--- src/rtl/core/ocfd_pkg.sv ---
// shared types, constants and register map of the overcurrent fault detector
`timescale 1ns / 1ps
`default_nettype none

package ocfd_pkg;

  localparam int TIME_W = 48;
  localparam int FRAC_W = 16;
  localparam int CUR_W  = 15;
  localparam int WIN_W  = 16;
  localparam int OUT_W  = 40;

  // input word kinds carried on tuser
  localparam logic CMD_SAMPLE  = 1'b0;
  localparam logic CMD_RECOVER = 1'b1;

  // filter coefficients in q16, truncated toward zero
  localparam logic [11:0] COEF_B0 = 12'd3991;
  localparam logic [15:0] COEF_A1 = 16'd61544;

  // floor(p / 100) = (p * ceil(2^31 / 100)) >> 31 for p below 2^24
  localparam logic [24:0] WIN_RECIP = 25'd21474837;
  localparam int          WIN_SHIFT = 31;

  typedef enum logic [2:0] {
    REG_LIMIT   = 3'd0,
    REG_PERCENT = 3'd1,
    REG_TIMEOUT = 3'd2,
    REG_TPS     = 3'd3,
    REG_SENSORS = 3'd4,
    REG_HOMING  = 3'd5
  } reg_idx_t;

  typedef struct packed {
    logic [15:0] limit_ma;
    logic [7:0]  window_percent;
    logic [15:0] timeout_ms;
    logic [31:0] ticks_per_second;
    logic        sensors_enabled;
    logic        homing_done;
  } cfg_t;

  typedef struct packed {
    logic load;
    logic add;
    logic timing;
    logic scale;
    logic commit;
  } dp_cmd_t;

endpackage

`default_nettype wire

--- src/rtl/core/ocfd_regs.sv ---
// apb configuration registers
`timescale 1ns / 1ps
`default_nettype none

module ocfd_regs (
  input  wire logic          clk,
  input  wire logic          rst_n,
  input  wire logic          cfg_psel,
  input  wire logic          cfg_penable,
  input  wire logic          cfg_pwrite,
  input  wire logic [4:0]    cfg_paddr,
  input  wire logic [31:0]   cfg_pwdata,
  output logic [31:0]        cfg_prdata,
  output logic               cfg_pready,
  output ocfd_pkg::cfg_t     cfg
);
  import ocfd_pkg::*;

  cfg_t     cfg_r;
  cfg_t     cfg_nxt;
  reg_idx_t idx;
  logic     wr_en;

  assign idx        = reg_idx_t'(cfg_paddr[4:2]);
  assign cfg_pready = 1'b1;
  assign wr_en      = cfg_psel && cfg_penable && cfg_pwrite && cfg_pready;
  assign cfg        = cfg_r;

  always_comb begin
    cfg_nxt = cfg_r;
    if (wr_en) begin
      case (idx)
        REG_LIMIT:   cfg_nxt.limit_ma         = cfg_pwdata[15:0];
        REG_PERCENT: cfg_nxt.window_percent   = cfg_pwdata[7:0];
        REG_TIMEOUT: cfg_nxt.timeout_ms       = cfg_pwdata[15:0];
        REG_TPS:     cfg_nxt.ticks_per_second = cfg_pwdata;
        REG_SENSORS: cfg_nxt.sensors_enabled  = cfg_pwdata[0];
        REG_HOMING:  cfg_nxt.homing_done      = cfg_pwdata[0];
        default:     cfg_nxt = cfg_r;
      endcase
    end
  end

  always_comb begin
    case (idx)
      REG_LIMIT:   cfg_prdata = {16'd0, cfg_r.limit_ma};
      REG_PERCENT: cfg_prdata = {24'd0, cfg_r.window_percent};
      REG_TIMEOUT: cfg_prdata = {16'd0, cfg_r.timeout_ms};
      REG_TPS:     cfg_prdata = cfg_r.ticks_per_second;
      REG_SENSORS: cfg_prdata = {31'd0, cfg_r.sensors_enabled};
      REG_HOMING:  cfg_prdata = {31'd0, cfg_r.homing_done};
      default:     cfg_prdata = 32'd0;
    endcase
  end

  always_ff @(posedge clk) begin
    if (!rst_n) begin
      cfg_r.limit_ma         <= 16'd0;
      cfg_r.window_percent   <= 8'd100;
      cfg_r.timeout_ms       <= 16'd0;
      cfg_r.ticks_per_second <= 32'd1000;
      cfg_r.sensors_enabled  <= 1'b0;
      cfg_r.homing_done      <= 1'b0;
    end else begin
      cfg_r <= cfg_nxt;
    end
  end

endmodule

`default_nettype wire

--- src/rtl/core/ocfd_ctrl.sv ---
// controller state machine sequencing one word through the datapath
`timescale 1ns / 1ps
`default_nettype none

module ocfd_ctrl (
  input  wire logic          clk,
  input  wire logic          rst_n,
  input  wire logic          in_tvalid,
  output logic               in_tready,
  output logic               out_tvalid,
  input  wire logic          out_tready,
  output ocfd_pkg::dp_cmd_t  cmd
);
  import ocfd_pkg::*;

  typedef enum logic [4:0] {
    ST_IDLE  = 5'b00001,
    ST_ADD   = 5'b00010,
    ST_TIME  = 5'b00100,
    ST_SCALE = 5'b01000,
    ST_DONE  = 5'b10000
  } state_t;

  state_t state_r;
  state_t state_nxt;
  logic   out_valid_r;
  logic   out_valid_nxt;
  logic   accept;
  logic   out_free;

  assign in_tready  = (state_r == ST_IDLE);
  assign accept     = in_tvalid && in_tready;
  assign out_free   = !out_valid_r || out_tready;
  assign out_tvalid = out_valid_r;

  always_comb begin
    cmd        = '0;
    cmd.load   = accept;
    cmd.add    = (state_r == ST_ADD);
    cmd.timing = (state_r == ST_TIME);
    cmd.scale  = (state_r == ST_SCALE);
    cmd.commit = (state_r == ST_DONE) && out_free;
  end

  always_comb begin
    state_nxt = state_r;
    case (state_r)
      ST_IDLE:  if (accept) state_nxt = ST_ADD;
      ST_ADD:   state_nxt = ST_TIME;
      ST_TIME:  state_nxt = ST_SCALE;
      ST_SCALE: state_nxt = ST_DONE;
      ST_DONE:  if (out_free) state_nxt = ST_IDLE;
      default:  state_nxt = ST_IDLE;
    endcase
  end

  always_comb begin
    if (cmd.commit) begin
      out_valid_nxt = 1'b1;
    end else if (out_tready) begin
      out_valid_nxt = 1'b0;
    end else begin
      out_valid_nxt = out_valid_r;
    end
  end

  always_ff @(posedge clk) begin
    if (!rst_n) begin
      state_r     <= ST_IDLE;
      out_valid_r <= 1'b0;
    end else begin
      state_r     <= state_nxt;
      out_valid_r <= out_valid_nxt;
    end
  end

  a_accept_starts: assert property (@(posedge clk) disable iff (!rst_n)
    accept |=> state_r == ST_ADD)
    else $error("accepted word did not start the sequence");

  a_commit_shows: assert property (@(posedge clk) disable iff (!rst_n)
    cmd.commit |=> out_valid_r && state_r == ST_IDLE)
    else $error("committed result not presented");

  a_busy_blocks: assert property (@(posedge clk) disable iff (!rst_n)
    state_r != ST_IDLE |-> !in_tready)
    else $error("input taken while busy");

endmodule

`default_nettype wire

--- src/rtl/core/ocfd_dp.sv ---
// datapath: iir filter, window, persistence timer, fault latch and result register
`timescale 1ns / 1ps
`default_nettype none

module ocfd_dp (
  input  wire logic                          clk,
  input  wire logic                          rst_n,
  input  wire ocfd_pkg::cfg_t                cfg,
  input  wire ocfd_pkg::dp_cmd_t             cmd,
  input  wire logic                          in_chk,
  input  wire logic [ocfd_pkg::CUR_W-1:0]    in_cur,
  input  wire logic [ocfd_pkg::TIME_W-1:0]   in_now,
  output logic [ocfd_pkg::OUT_W-1:0]         out_word
);
  import ocfd_pkg::*;

  localparam int LHS_W = TIME_W + 10;
  localparam int RHS_W = 49;

  // architectural state
  logic [31:0]       filter_r, filter_nxt;
  logic              run_r, run_nxt;
  logic [TIME_W-1:0] start_r, start_nxt;
  logic              latch_r, latch_nxt;
  logic              queued_r, queued_nxt;

  // per word working registers
  logic              chk_r;
  logic [CUR_W-1:0]  cur_r;
  logic [TIME_W-1:0] now_r;
  logic [47:0]       fbp_r;
  logic [26:0]       bx_r;
  logic [23:0]       prod_r;
  logic [WIN_W-1:0]  win_r;
  logic [31:0]       fcand_r;
  logic              above_r;
  logic [TIME_W-1:0] elapsed_r;
  logic [RHS_W-1:0]  rhs_r;
  logic [LHS_W-1:0]  lhs_r;
  logic [OUT_W-1:0]  out_r;

  logic [48:0]       win_prod;
  logic [17:0]       win_q;
  logic [48:0]       fb_sum;
  logic [33:0]       y_sum;
  logic [CUR_W-1:0]  fcand_int;
  logic [31:0]       tps1;
  logic [LHS_W-1:0]  e_ext;
  logic              pass;
  logic              update;
  logic              raised;
  logic [31:0]       fout;
  logic [CUR_W-1:0]  fout_int;

  function automatic logic [CUR_W-1:0] sat_int(input logic [31:0] q);
    logic [15:0] v;
    v = q[31:FRAC_W];
    sat_int = v[15] ? {CUR_W{1'b1}} : v[CUR_W-1:0];
  endfunction

  assign win_prod  = 49'(prod_r) * 49'(WIN_RECIP);
  assign win_q     = win_prod[WIN_SHIFT +: 18];
  assign fb_sum    = 49'(fbp_r) + 49'(16'hFFFF);
  assign y_sum     = 34'(fb_sum[48:FRAC_W]) + 34'(bx_r);
  assign fcand_int = sat_int(fcand_r);
  assign tps1      = (cfg.ticks_per_second == 32'd0) ? 32'd1 : cfg.ticks_per_second;
  assign e_ext     = LHS_W'(elapsed_r);
  assign pass      = lhs_r >= LHS_W'(rhs_r);
  assign update    = !chk_r && cfg.sensors_enabled;

  always_comb begin
    filter_nxt = filter_r;
    run_nxt    = run_r;
    start_nxt  = start_r;
    latch_nxt  = latch_r;
    queued_nxt = queued_r;
    raised     = 1'b0;
    if (chk_r) begin
      if (latch_r && ({1'b0, cur_r} < win_r)) begin
        latch_nxt = 1'b0;
      end
    end else if (!cfg.sensors_enabled) begin
      run_nxt    = 1'b0;
      queued_nxt = 1'b0;
    end else begin
      filter_nxt = fcand_r;
      if (above_r) begin
        if (!run_r) begin
          run_nxt   = 1'b1;
          start_nxt = now_r;
        end
        if (pass) begin
          if (!latch_r && cfg.homing_done) begin
            latch_nxt = 1'b1;
            raised    = 1'b1;
          end
          queued_nxt = 1'b1;
        end else begin
          queued_nxt = 1'b0;
        end
      end else begin
        run_nxt    = 1'b0;
        queued_nxt = 1'b0;
      end
    end
  end

  assign fout     = update ? fcand_r : filter_r;
  assign fout_int = sat_int(fout);
  assign out_word = out_r;

  always_ff @(posedge clk) begin
    if (!rst_n) begin
      filter_r <= 32'd0;
      run_r    <= 1'b0;
      start_r  <= '0;
      latch_r  <= 1'b0;
      queued_r <= 1'b0;
    end else if (cmd.commit) begin
      filter_r <= filter_nxt;
      run_r    <= run_nxt;
      start_r  <= start_nxt;
      latch_r  <= latch_nxt;
      queued_r <= queued_nxt;
    end
  end

  always_ff @(posedge clk) begin
    if (cmd.load) begin
      chk_r  <= in_chk;
      cur_r  <= in_cur;
      now_r  <= in_now;
      fbp_r  <= 48'(COEF_A1) * 48'(filter_r);
      bx_r   <= 27'(COEF_B0) * 27'(in_cur);
      prod_r <= 24'(cfg.limit_ma) * 24'(cfg.window_percent);
    end
    if (cmd.add) begin
      win_r   <= (win_q[17:16] != 2'd0) ? {WIN_W{1'b1}} : win_q[WIN_W-1:0];
      fcand_r <= (y_sum[33:32] != 2'd0) ? 32'hFFFF_FFFF : y_sum[31:0];
    end
    if (cmd.timing) begin
      above_r   <= update && ({1'b0, fcand_int} > win_r);
      elapsed_r <= run_r ? (now_r - start_r) : '0;
      rhs_r     <= (RHS_W'(cfg.timeout_ms) + RHS_W'(1)) * RHS_W'(tps1);
    end
    if (cmd.scale) begin
      lhs_r <= (e_ext << 10) - (e_ext << 4) - (e_ext << 3);
    end
    if (cmd.commit) begin
      out_r <= {5'd0, queued_nxt, latch_nxt, raised, above_r, win_r, fout_int};
    end
  end

  a_raise_sets_latch: assert property (@(posedge clk) disable iff (!rst_n)
    cmd.commit && raised |=> latch_r && out_r[33])
    else $error("raised fault not latched");

  a_homing_gate: assert property (@(posedge clk) disable iff (!rst_n)
    cmd.commit && !latch_r && latch_nxt |-> cfg.homing_done)
    else $error("fault latched before homing");

  a_check_keeps_filter: assert property (@(posedge clk) disable iff (!rst_n)
    cmd.commit && chk_r |=> $stable(filter_r) && $stable(run_r) && $stable(queued_r))
    else $error("recovery check disturbed filter or timer");

endmodule

`default_nettype wire

--- src/rtl/core/overcurrent_fault_detector.sv ---
// top level of the overcurrent fault detector
// a word accepted in idle passes through the add, time, scale and done states before out_tvalid rises
// a new word is accepted only in idle, after the result of the previous word has been committed
// the controller sequences the multiply, add, timer, scale and compare steps one state at a time
// a held result does not block the next accept; the block stalls only when a second result is due
// reset (rst_n low, synchronous) clears filter, timer, fault latch and configuration registers to defaults
`timescale 1ns / 1ps
`default_nettype none

module overcurrent_fault_detector (
  input  wire logic        clk,
  input  wire logic        rst_n,
  input  wire logic        in_tvalid,
  output logic             in_tready,
  input  wire logic [63:0] in_tdata,   // current_ma[14:0], now_ticks[62:15], zero pad
  input  wire logic        in_tuser,   // cmd
  output logic             out_tvalid,
  input  wire logic        out_tready,
  output logic [39:0]      out_tdata,  // filtered_ma[14:0], window_ma[30:15], above_window[31],
                                       // fault_raised[32], fault_active[33], fault_queued[34]
  input  wire logic        cfg_psel,
  input  wire logic        cfg_penable,
  input  wire logic        cfg_pwrite,
  input  wire logic [4:0]  cfg_paddr,
  input  wire logic [31:0] cfg_pwdata,
  output logic [31:0]      cfg_prdata,
  output logic             cfg_pready
);
  import ocfd_pkg::*;

  cfg_t    cfg;
  dp_cmd_t cmd;

  ocfd_regs u_regs (
    .clk         (clk),
    .rst_n       (rst_n),
    .cfg_psel    (cfg_psel),
    .cfg_penable (cfg_penable),
    .cfg_pwrite  (cfg_pwrite),
    .cfg_paddr   (cfg_paddr),
    .cfg_pwdata  (cfg_pwdata),
    .cfg_prdata  (cfg_prdata),
    .cfg_pready  (cfg_pready),
    .cfg         (cfg)
  );

  ocfd_ctrl u_ctrl (
    .clk        (clk),
    .rst_n      (rst_n),
    .in_tvalid  (in_tvalid),
    .in_tready  (in_tready),
    .out_tvalid (out_tvalid),
    .out_tready (out_tready),
    .cmd        (cmd)
  );

  ocfd_dp u_dp (
    .clk      (clk),
    .rst_n    (rst_n),
    .cfg      (cfg),
    .cmd      (cmd),
    .in_chk   (in_tuser),
    .in_cur   (in_tdata[CUR_W-1:0]),
    .in_now   (in_tdata[CUR_W +: TIME_W]),
    .out_word (out_tdata)
  );

endmodule

`default_nettype wire
--- config.mk ---
export PLATFORM = sky130hd
export DESIGN_NAME = overcurrent_fault_detector
export DESIGN_NICKNAME = d
export VERILOG_FILES = /design/src/rtl/core/ocfd_pkg.sv /design/src/rtl/core/ocfd_regs.sv /design/src/rtl/core/ocfd_ctrl.sv /design/src/rtl/core/ocfd_dp.sv /design/src/rtl/core/overcurrent_fault_detector.sv
export SDC_FILE = /design/constraint.sdc
export NUM_CORES = 2
export LEC_CHECK = 0
export BUFFER_PORTS_ARGS = -buffer_cell sky130_fd_sc_hd__buf_4
export CAP_MARGIN = 20
export CORE_MARGIN = 5
export CORE_UTILIZATION = 60
export CTS_CLUSTER_SIZE = 40
export DETAILED_ROUTE_END_ITERATION = 8
export HOLD_SLACK_MARGIN = 0.02
export PLACE_DENSITY = 0.83
export REMOVE_ABC_BUFFERS = 1
export SYNTH_ARGS = -nofsm -noshare
export SYNTH_HDL_FRONTEND = slang
export SYNTH_HIERARCHICAL = 1
export SYNTH_SLANG_ARGS = --single-unit
--- constraint.sdc ---
create_clock -name clk -period 16.35 [get_ports clk]
set_input_delay 1.635 -clock clk [delete_from_list [all_inputs] [get_ports clk]]
set_output_delay 1.635 -clock clk [all_outputs]
set_load 0.005 [all_outputs]
==> reports/summary.txt <==
Outcome: finished clean
Post-CTS Resized: 0
DRT iter0 DRCs: 4074
Min-delay src: u_dp/start_r[18]
IO Port Bufs: 174
Overall routing resource usage: 0.289
Cts hold-fix bufs: 0
Final WL: 180 mm
Share of the synthesized area in the top cell type: 0.279
First-pass GRT wire length: 291 mm
Crit path required time: 16.72 ns
Critical path fanouts, max: 32
Max-slew headroom: 0.219
Register area share after synthesis: 0.213
Postcts setup bufs: 0
Maximum capacitance violations: 0
Setup-failing EPs final: 0
Cell count after synthesis: 7239
IO Pins: 184
Die width: 354 um
YS warnings: 6
Worst-Skew Late Latency: 0.68 ns
Distinct cells, synth: 105
Number of global-route vias before repair: 55300
Initial core utilization: 0.603
EDFF count, synth: 395
Slowest cell on crit path: xnor2_4
Most area-consuming cells after synthesis: fa_1 28%, edfxtp_1 17%, ha_1 16%
Initial antenna violation count: 6
Setup TNS: 0 ns
Most frequent cells after synthesis: 1376 x inv_1, 989 x fa_1, 882 x ha_1
GP Congestion: 0.965
RSZ-0062 raised after global routing: no
FFs w/ async S/R, synth: 0
Setup Slack @ Placement: 6.77 ns
Most used cell, CP: fa_1
Height of the die: 354 um
Max VDD drop: 245 uV
N_diodes: 0
Most used DFF post-synth: edfxtp_1
Fillers: 8900
Post-Syn Area: 71000 um2
P_leak: 37.4 nW
Layout cells sized above 1: 0.0640
Area of the core: 118000 um2
CTS H-tree depth: 3
CP bufs+invs: 3
Hold Crit Class: reg -> reg
Rows: 126
Worst R2R End: u_dp/rhs_r[47]
Count leader, synth: inv_1
Synth area leader: fa_1
Pins Over Slew Limit: 0
Clk sinks: 558
Final hold vios: 0
CP endpoint kind: flip-flop
Final worst setup slack: 6.55 ns
Area Growth Syn to Fin: 7.42%
Register bit count reported by yosys: 558
Clock buffer depth: 3
Fmax: 0.102 GHz
Mapped Avg Cell Area: 9.81 um2
Die ar.: 125000 um2
GR Overflow Total: 0
DRC: 0
CP arrival: 10.17 ns
Hold EP: u_dp/start_r[18]
PwrDens: 106 nW/um2
CTS Buf Count: 70
Reg2Reg Depth: 29
Worst setup path class: reg -> reg
Fin crit period: 9.80 ns
Crit path max-delay family: adder cells
Largest net degree at the start of global routing: 82
Hold Crit Depth: 2
Slew @ Worst Pin: 1.17 ns
Worst r2r src: u_regs/cfg[35]
Fin crit share: 0.599
Reg2Reg Setup Slack: 6.55 ns
Post-layout nets: 9311
Biggest cell delay along the critical path: 0.91 ns
Clock root cell: clkbuf_16
Vias per std cell: 5.81
Post-detail-place hpwl: 141 mm
WL/cell: 20.1 um
CTS tree: built
Drt first pass iters: 5
Post-DRT Antenna Nets: 0
Clock slew at reported path FFs: 0.06 ns
Vias: 51800
Crit start category: flip-flop
Clk_skew: 0.0615 ns
## state kept, by name, summed over array words and instances (netlist names)
| register | flops |
|---|---|
| u_ctrl/state_r | 5 |
| u_dp/fbp_r | 45 |
| u_dp/out_word | 35 |
| u_ctrl/out_tvalid | 1 |
| u_dp/win_r | 16 |
| u_dp/latch_r | 1 |
| u_dp/bx_r | 26 |
| u_regs/cfg | 74 |
| u_dp/lhs_r | 55 |
| u_dp/filter_r | 32 |
| u_dp/cur_r | 15 |
| u_dp/chk_r | 1 |
| u_dp/start_r | 48 |
| u_dp/run_r | 1 |
| u_dp/above_r | 1 |
| u_dp/now_r | 48 |
| u_dp/queued_r | 1 |
| u_dp/elapsed_r | 48 |
| u_dp/prod_r | 24 |
| u_dp/fcand_r | 32 |
| u_dp/rhs_r | 49 |
## logic make-up after synthesis
| logic type | after synthesis | share of synthesized area |
|---|---|---|
| multiplexers | 86 | 0.0134 |
| AND/OR/NAND/NOR | 1852 | 0.126 |
| other | 2 | 0.000106 |
| buffers and inverters | 1597 | 0.0863 |
| adder cells (fa/ha/maj) | 1871 | 0.434 |
| flip-flops | 558 | 0.213 |
| XOR/XNOR | 277 | 0.0342 |
| AO/OA/AOI/OAI | 996 | 0.0935 |
## worst min-delay path, delay by kind of cell (launching register included)
kind / cells / cell delay, ns
AOI/OAI and AO/OA: 1 / 0.06
DFF: 1 / 0.31
and+or+nand+nor: 1 / 0.05
## metrics by stage
step	cells	power [W]	util	cell area, um2	hold WS (ns)
floorplan	7023	0.00522	-	70100	0.426
global placement	8794	0.00625	0.628	74000	0.451
detailed placement	8795	0.00642	0.628	74000	0.458
CTS	8923	0.00807	0.648	76300	0.465
global route	8923	0.00879	0.648	76300	0.482
finish	8923	0.00808	0.648	76300	0.464
## layout make-up
cell class / instances / area, um2 / area share
Inverter: 1377 / 5170 / 0.0678
Timing Repair Buffer: 236 / 1770 / 0.0232
Tap cell: 1536 / 1920 / 0.0252
Clock inverter: 40 / 362 / 0.00474
Multi-Input combinational cell: 5088 / 50000 / 0.655
Sequential cell: 558 / 15100 / 0.198
Clock buffer: 88 / 1940 / 0.0254
## per-layer routing
metal,track usage,share of wire
met1,0.375,0.39
met2,0.485,0.48
met3,0.0563,0.084
met4,0.109,0.041
met5,0,0.00017
## power breakdown
part           switching [W]  leakage [nW]  internal, W
Sequential         0.0000848          5.15      0.00172
Combinational        0.00270          31.1      0.00203
Clock               0.000665          1.13     0.000887
## cell usage in the layout, fill, tap and decap left out, types with 56 or more instances in the layout
cell       instances
inv_1           1374
a21oi_1          269
clkbuf_16         73
and2_1           293
mux2i_1           76
nor2b_1           56
nand2b_1          74
dfxtp_1          163
buf_4            234
a21boi_0          92
xnor2_1          171
fa_1             989
o21ai_0          149
nor2_1           212
a21o_1           150
nand3_1           72
edfxtp_1         395
nand2_1          849
ha_1             882
xor2_1            92
## how the worst max path moves through the flow
| stage | start | cells past startpoint | endpoint |
|---|---|---|---|
| 5_1_grt | u_regs/cfg[35] | 29 | u_dp/rhs_r[46] |
| 6_report | u_regs/cfg[35] | 29 | u_dp/rhs_r[47] |
| 3_3_place_gp | u_regs/cfg[35] | 29 | u_dp/rhs_r[47] |
| 3_5_place_dp | u_regs/cfg[35] | 29 | u_dp/rhs_r[47] |
| 4_1_cts | u_regs/cfg[35] | 29 | u_dp/rhs_r[47] |
| 2_1_floorplan | u_regs/cfg[34] | 29 | u_dp/rhs_r[47] |
Power figures use the tool's default switching activity.
